**src/rtl/wsd_pkg.sv**
```systemverilog
// Shared types and constants of the work-stealing deque.
// No dependencies; imported by the cell, the top level and the checker.
package wsd_pkg;

  localparam int unsigned OP_W     = 2;
  localparam int unsigned STATUS_W = 2;
  localparam int unsigned FIELD_W  = 32;
  localparam int unsigned COUNT_W  = 7;

  typedef enum logic [OP_W-1:0] {
    OP_PUSH  = 2'd0,
    OP_POP   = 2'd1,
    OP_STEAL = 2'd2,
    OP_NOP   = 2'd3
  } op_e;

  typedef enum logic [STATUS_W-1:0] {
    ST_OK    = 2'd0,
    ST_EMPTY = 2'd1,
    ST_FULL  = 2'd2
  } status_e;

  // Shift commands broadcast to every cell of the chain.
  typedef struct packed {
    logic push;
    logic pop;
    logic steal;
  } wsd_ctl_t;

endpackage

```
**src/rtl/wsd_cell.sv**
```systemverilog
// One storage cell of the deque chain: an entry and its occupancy bit.
// Depends on wsd_pkg for the shift command struct.
module wsd_cell #(
  parameter int unsigned W = 32
) (
  input  logic              clk_i,
  input  logic              rst_ni,
  input  wsd_pkg::wsd_ctl_t ctl_i,
  input  logic [W-1:0]      below_data_i,
  input  logic              below_occ_i,
  input  logic [W-1:0]      above_data_i,
  input  logic              above_occ_i,
  output logic [W-1:0]      data_o,
  output logic              occ_o,
  output logic [W-1:0]      tap_o
);
  import wsd_pkg::*;

  logic [W-1:0] data_q, data_d;
  logic         occ_q, occ_d;

  always_comb begin
    data_d = data_q;
    occ_d  = occ_q;
    if (ctl_i.push) begin
      data_d = below_data_i;
      occ_d  = below_occ_i;
    end else if (ctl_i.pop) begin
      data_d = above_data_i;
      occ_d  = above_occ_i;
    end else if (ctl_i.steal) begin
      // The entries stay put; the occupancy edge drops by one cell.
      occ_d = above_occ_i;
    end
  end

  always_ff @(posedge clk_i or negedge rst_ni) begin
    if (!rst_ni) begin
      occ_q <= 1'b0;
    end else begin
      occ_q <= occ_d;
    end
  end

  always_ff @(posedge clk_i) begin
    data_q <= data_d;
  end

  assign data_o = data_q;
  assign occ_o  = occ_q;
  // Only the oldest entry, where occupancy ends, shows its data on the tap.
  assign tap_o  = (occ_q && !above_occ_i) ? data_q : '0;

endmodule

```
**config.mk**
```make
export PLATFORM = sky130hd
export DESIGN_NAME = wsd_cell
export DESIGN_NICKNAME = d
export VERILOG_FILES = /design/src/rtl/wsd_pkg.sv /design/src/rtl/wsd_cell.sv
export SDC_FILE = /design/constraint.sdc
export NUM_CORES = 1
export LEC_CHECK = 0
export BUFFER_PORTS_ARGS = -buffer_cell sky130_fd_sc_hd__buf_2
export CAP_MARGIN = 20
export CORE_ASPECT_RATIO = 1.2
export CORE_UTILIZATION = 38
export DETAILED_ROUTE_END_ITERATION = 6
export GPL_ROUTABILITY_DRIVEN = 0
export GPL_TIMING_DRIVEN = 0
export PLACE_DENSITY = 0.88
export SYNTH_ARGS = -nofsm -noshare
export SYNTH_HDL_FRONTEND = slang
export SYNTH_SLANG_ARGS = --single-unit
export TNS_END_PERCENT = 50
```
**constraint.sdc**
```tcl
create_clock -name clk_i -period 1.2 [get_ports clk_i]
set_input_delay 0.06 -clock clk_i [delete_from_list [all_inputs] [get_ports clk_i]]
set_output_delay 0.06 -clock clk_i [all_outputs]
set_load 0.05 [all_outputs]
```
# Yosys cells after proc, flatten, opt, wreduce, memory -nomap -nowiden
# Cells that the tools add are included.
dict set report word_totals {
  wordCells 12
  inputBits 71
  regBits 33
  out_inout_bits 65
}
dict set report op_classes {
  n_reduce_logical 4
  n_mux 6
}
# op count
set ops {}
lappend ops {{two-way mux 32 bit} 3}
lappend ops {{two-way mux 1 bit} 3}
lappend ops {{nonzero test 3 bit} 1}
lappend ops {{nonzero test 2 bit} 1}
lappend ops {{logical AND 1 bit} 1}
lappend ops {{logical NOT 1 bit} 1}

# Depth between registers and ports, before layout
dict set report depth {
  ltp_word 3
  mapped_depth 4
  ltp_nobuf 2
}

# Worst setup path after synthesis
# Ideal clock, no wire load.
dict set report synth_timing {
  kind {register to output}
  start {register occ_q (netlist: occ_o)}
  end {output tap_o[0]}
  stages_incl_launch_ff 4
  setup_slack_ns -0.421
  n_path_buf 1
  t_arrival_ns 1.561
  t_required_ns 1.140
  cell_sequence {dfrtp_1 -> nor2b_1 -> clkbuf_1 -> and2_1}
}
dict set report synth_via {
  elab_chain_len 2
}
# item line
set synth_lines {}
lappend synth_lines {{start: declaration} wsd_cell.sv:20} ;# logic occ_q, occ_d;
lappend synth_lines {{start signal: assignment} wsd_cell.sv:39} ;# occ_q <= 1'b0;
lappend synth_lines {{start signal: assignment} wsd_cell.sv:41} ;# occ_q <= occ_d;
lappend synth_lines {{logical AND 1 bit} wsd_cell.sv:52} ;# assign tap_o = (occ_q && !above_occ_i) ? data_q : '0;
lappend synth_lines {{two-way mux 32 bit} wsd_cell.sv:52}
lappend synth_lines {{end: declaration} wsd_cell.sv:15} ;# output logic [W-1:0] tap_o
# No other way between the ends.

# Final worst setup path
dict set report layout_timing {
  start {register occ_q (netlist: occ_o)}
  end {output tap_o[26]}
}
# Same word-level chain as after synthesis.

==> summary.md <==
| Metric | Value |
|---|---|
| Status | `finished, violations left` |
| Violated checks | `setup timing` |
| CTS buffer count | `5` |
| Post-Layout Inst Area | `3010 µm²` |
| Post-DP HPWL | `3250 µm` |
| Seq pwr share | `39.6%` |
| Drt drc | `0` |
| R2r worst-path depth | `3` |
| Fraction of layout cells with a size suffix above 1 | `85.1%` |
| Part of the Yosys area used for sequential elements | `60.6%` |
| Worst slew margin | `71.6%` |
| Gr ovfl total | `0` |
| Area Overhead vs Synth | `85.1%` |
| Setup TNS | `-7280 ps` |
| Worst hold path type | `in2reg` |
| Die height | `73.7 µm` |
| Critical Path Sink Type | `output pin` |
| Maxcap violations | `0` |
| Total clock sinks | `33` |
| Setup WS pre-CTS | `-70.8 ps` |
| Worst-margin pin slew | `426 ps` |
| Syn Area/Cell | `14.7 µm²` |
| Final nets | `331` |
| Post-synth top area share | `59.1%` |
| Max-slew violation count | `0` |
| Fraction of the cycle the final worst path needs | `121%` |
| Routed vias/inst | `4.73` |
| Core Region | `4040 µm²` |
| Internal cell power | `2.37 mW` |
| Placed Cells | `299` |
| Combinational share of power | `39.5%` |
| Clk buf depth | `2` |
| Final non-filler cell total | `315` |
| CP startpoint kind | `flip-flop` |
| First-pass GRT wire length | `7170 µm` |
| Placed Instance Area | `2460 µm²` |
| CTS tree | `built` |
| Hold Violations, Final | `0` |
| Critical path arrival | `1390 ps` |
| Initial core utilization | `40.3%` |
| Die Span X | `61.7 µm` |
| FP Rows | `25` |
| RSZ-0062 raised after global routing | `yes` |
| H-tree depth | `2` |
| Min Tclk post-route | `1450 ps` |
| Net Sw Frac | `36.7%` |
| Worst Setup EP | `tap_o[26]` |
| DRT iter0 DRCs | `80` |
| Latest clock arrival within the worst-skew pair | `270 ps` |
| Port bufs | `134` |
| Max Freq | `691 MHz` |
| P_sw | `1.37 mW` |
| Fin worst setup slack | `-246 ps` |
| Setup crit start | `occ_o` |
| Pleak | `1.40 nW` |
| Worst EP required | `1140 ps` |
| R2r setup slk | `80 ps` |
| Cells taking the most area after synthesis | `edfxtp_1, mux2_2, and2_1, dfrtp_1, buf_2` |
| VDD IR max | `0.695 mV` |
| Netlist Area Pre-Place | `1630 µm²` |
| Die area | `4550 µm²` |
| Reg clk slew, reported paths | `60 ps` |
| Routed Antenna Nets | `0` |
| Routed len/inst | `16.5 µm` |
| Worst-path fanout max | `6` |
| Io pins | `136` |
| Synth warnings | `0` |
| Crit Path Category | `reg2out` |
| Post-Synthesis Net Count | `182` |
| Critical R2R Capture | `occ_o` |
| Vias in the first global route | `1511` |
| Register bit count reported by yosys | `33` |
| Post-synth top area cell | `edfxtp_1` |
| WL final | `5190 µm` |
| Worst r2r src | `occ_o` |
| Clock skew | `0 ps` |
| Final Util | `74.6%` |
| Final Setup Violations | `32` |
| Netlist cell types | `14` |
| Synth Instances | `111` |
| Via count | `1490` |
| Clock power share | `20.9%` |
| N_diodes | `0` |
| Clock root cell | `clkbuf_8` |
| Largest net degree at the start of global routing | `33` |
| Initial antenna violation count | `0` |
| TritonRoute pass-1 iters | `4` |
| GRT Util Overall | `22.8%` |
| PwrDens | `1240 nW/µm²` |
cells by family (layout without fill, tap and decap cells):
logic type,after synthesis,in the layout,synth area share (%)
AND/OR/NAND/NOR,37,37,14.2
flip-flops,33,33,60.6
AO/OA/AOI/OAI,1,1,0.539
multiplexers,32,32,22.2
buffers and inverters,8,158,2.54
cell type report:
type / count / area, µm²
Timing Repair Buffer: 142 / 1100
Fill cell: 253 / 1020
Sequential cell: 33 / 987
Multi-Input combinational cell: 70 / 694
Clock buffer: 6 / 72.6
Buffer: 7 / 71.3
Tap cell: 54 / 67.6
Clock inverter: 2 / 10.0
Inverter: 1 / 3.75
what timing repair did:
action | 4_1_cts | 5_1_grt
buffers inserted | 2 | 1
hold buffers | 2 | 0
hold endpoints to repair | 2 | 0
pin swaps | 20 | 4
endpoints found under the setup margin | 32 | 33
gates resized for setup | 97 | 6
cloned | 1 | 2
worst min path at each step:
stage          endpoint  cells after the start  slack, ps  startpoint
6_report          occ_o                      2         50    ctl_i[2]
3_3_place_gp      occ_o                      1       -160      rst_ni
4_1_cts           occ_o                      2         30    ctl_i[2]
3_5_place_dp      occ_o                      1       -160      rst_ni
2_1_floorplan     occ_o                      0       -240      rst_ni
5_1_grt           occ_o                      2         60    ctl_i[2]
critical path: stages (launching register included):
cell and delay (ps):
dfrtp_2 400, nor2b_4 140, buf_12 140, clkbuf_16 140, and2_4 140, buf_8 140
placed cells by master (no fill, tap or decap), drive strengths merged:
master	Yosys	final
or4b	1	1
and2	32	32
clkinv	0	2
dfrtp	1	1
mux2	32	32
o311ai	1	1
buf	4	145
dlygate4sd3	0	2
inv	1	1
clkbuf	3	8
nor2b	1	1
nand2	1	1
nor2	1	1
or2	1	1
edfxtp	32	32
power by group through the flow:
stage / combinational (mW) / sequential, mW / clock (mW)
3_3_place_gp: 1.23 / 1.50 / 0
2_1_floorplan: 0.483 / 1.94 / 0
4_1_cts: 1.42 / 1.48 / 0.801
6_report: 1.48 / 1.48 / 0.782
3_5_place_dp: 1.24 / 1.50 / 0
5_1_grt: 1.54 / 1.50 / 0.850
synthesized netlist by cell type:
cell,instances
and2_1,32
buf_2,3
nand2_1,1
nor2_1,1
or4b_1,1
mux2_2,32
buf_6,1
edfxtp_1,32
nor2b_1,1
or2_2,1
o311ai_1,1
dfrtp_1,1
inv_1,1
clkbuf_1,3
stage by stage:
| stage | power [mW] | hold WS (ps) |
|---|---|---|
| after CTS | 3.70 | 28.9 |
| final | 3.74 | 53.9 |
| after detailed placement | 2.75 | -164 |
| after global placement | 2.73 | -165 |
| after global routing | 3.89 | 58.8 |
| after floorplan | 2.42 | -236 |
sequential cells by signal, summed over array words and instances (netlist names):
| signal | cells |
|---|---|
| data_o | 32 |
| occ_o | 1 |
routing by layer:
metal | share of wire [%] | routed length, µm | up-vias | GRT usage (%)
met4 | 4.3 | 221 | 0 | 14.1
li1 | - | - | 694 | -
met2 | 57 | 2940 | 97 | 43.2
met1 | 32 | 1650 | 685 | 20.4
met3 | 7.4 | 382 | 14 | 5.63
met5 | 0 | 0 | - | 0
No activity file was read; power rests on OpenSTA's default activity.
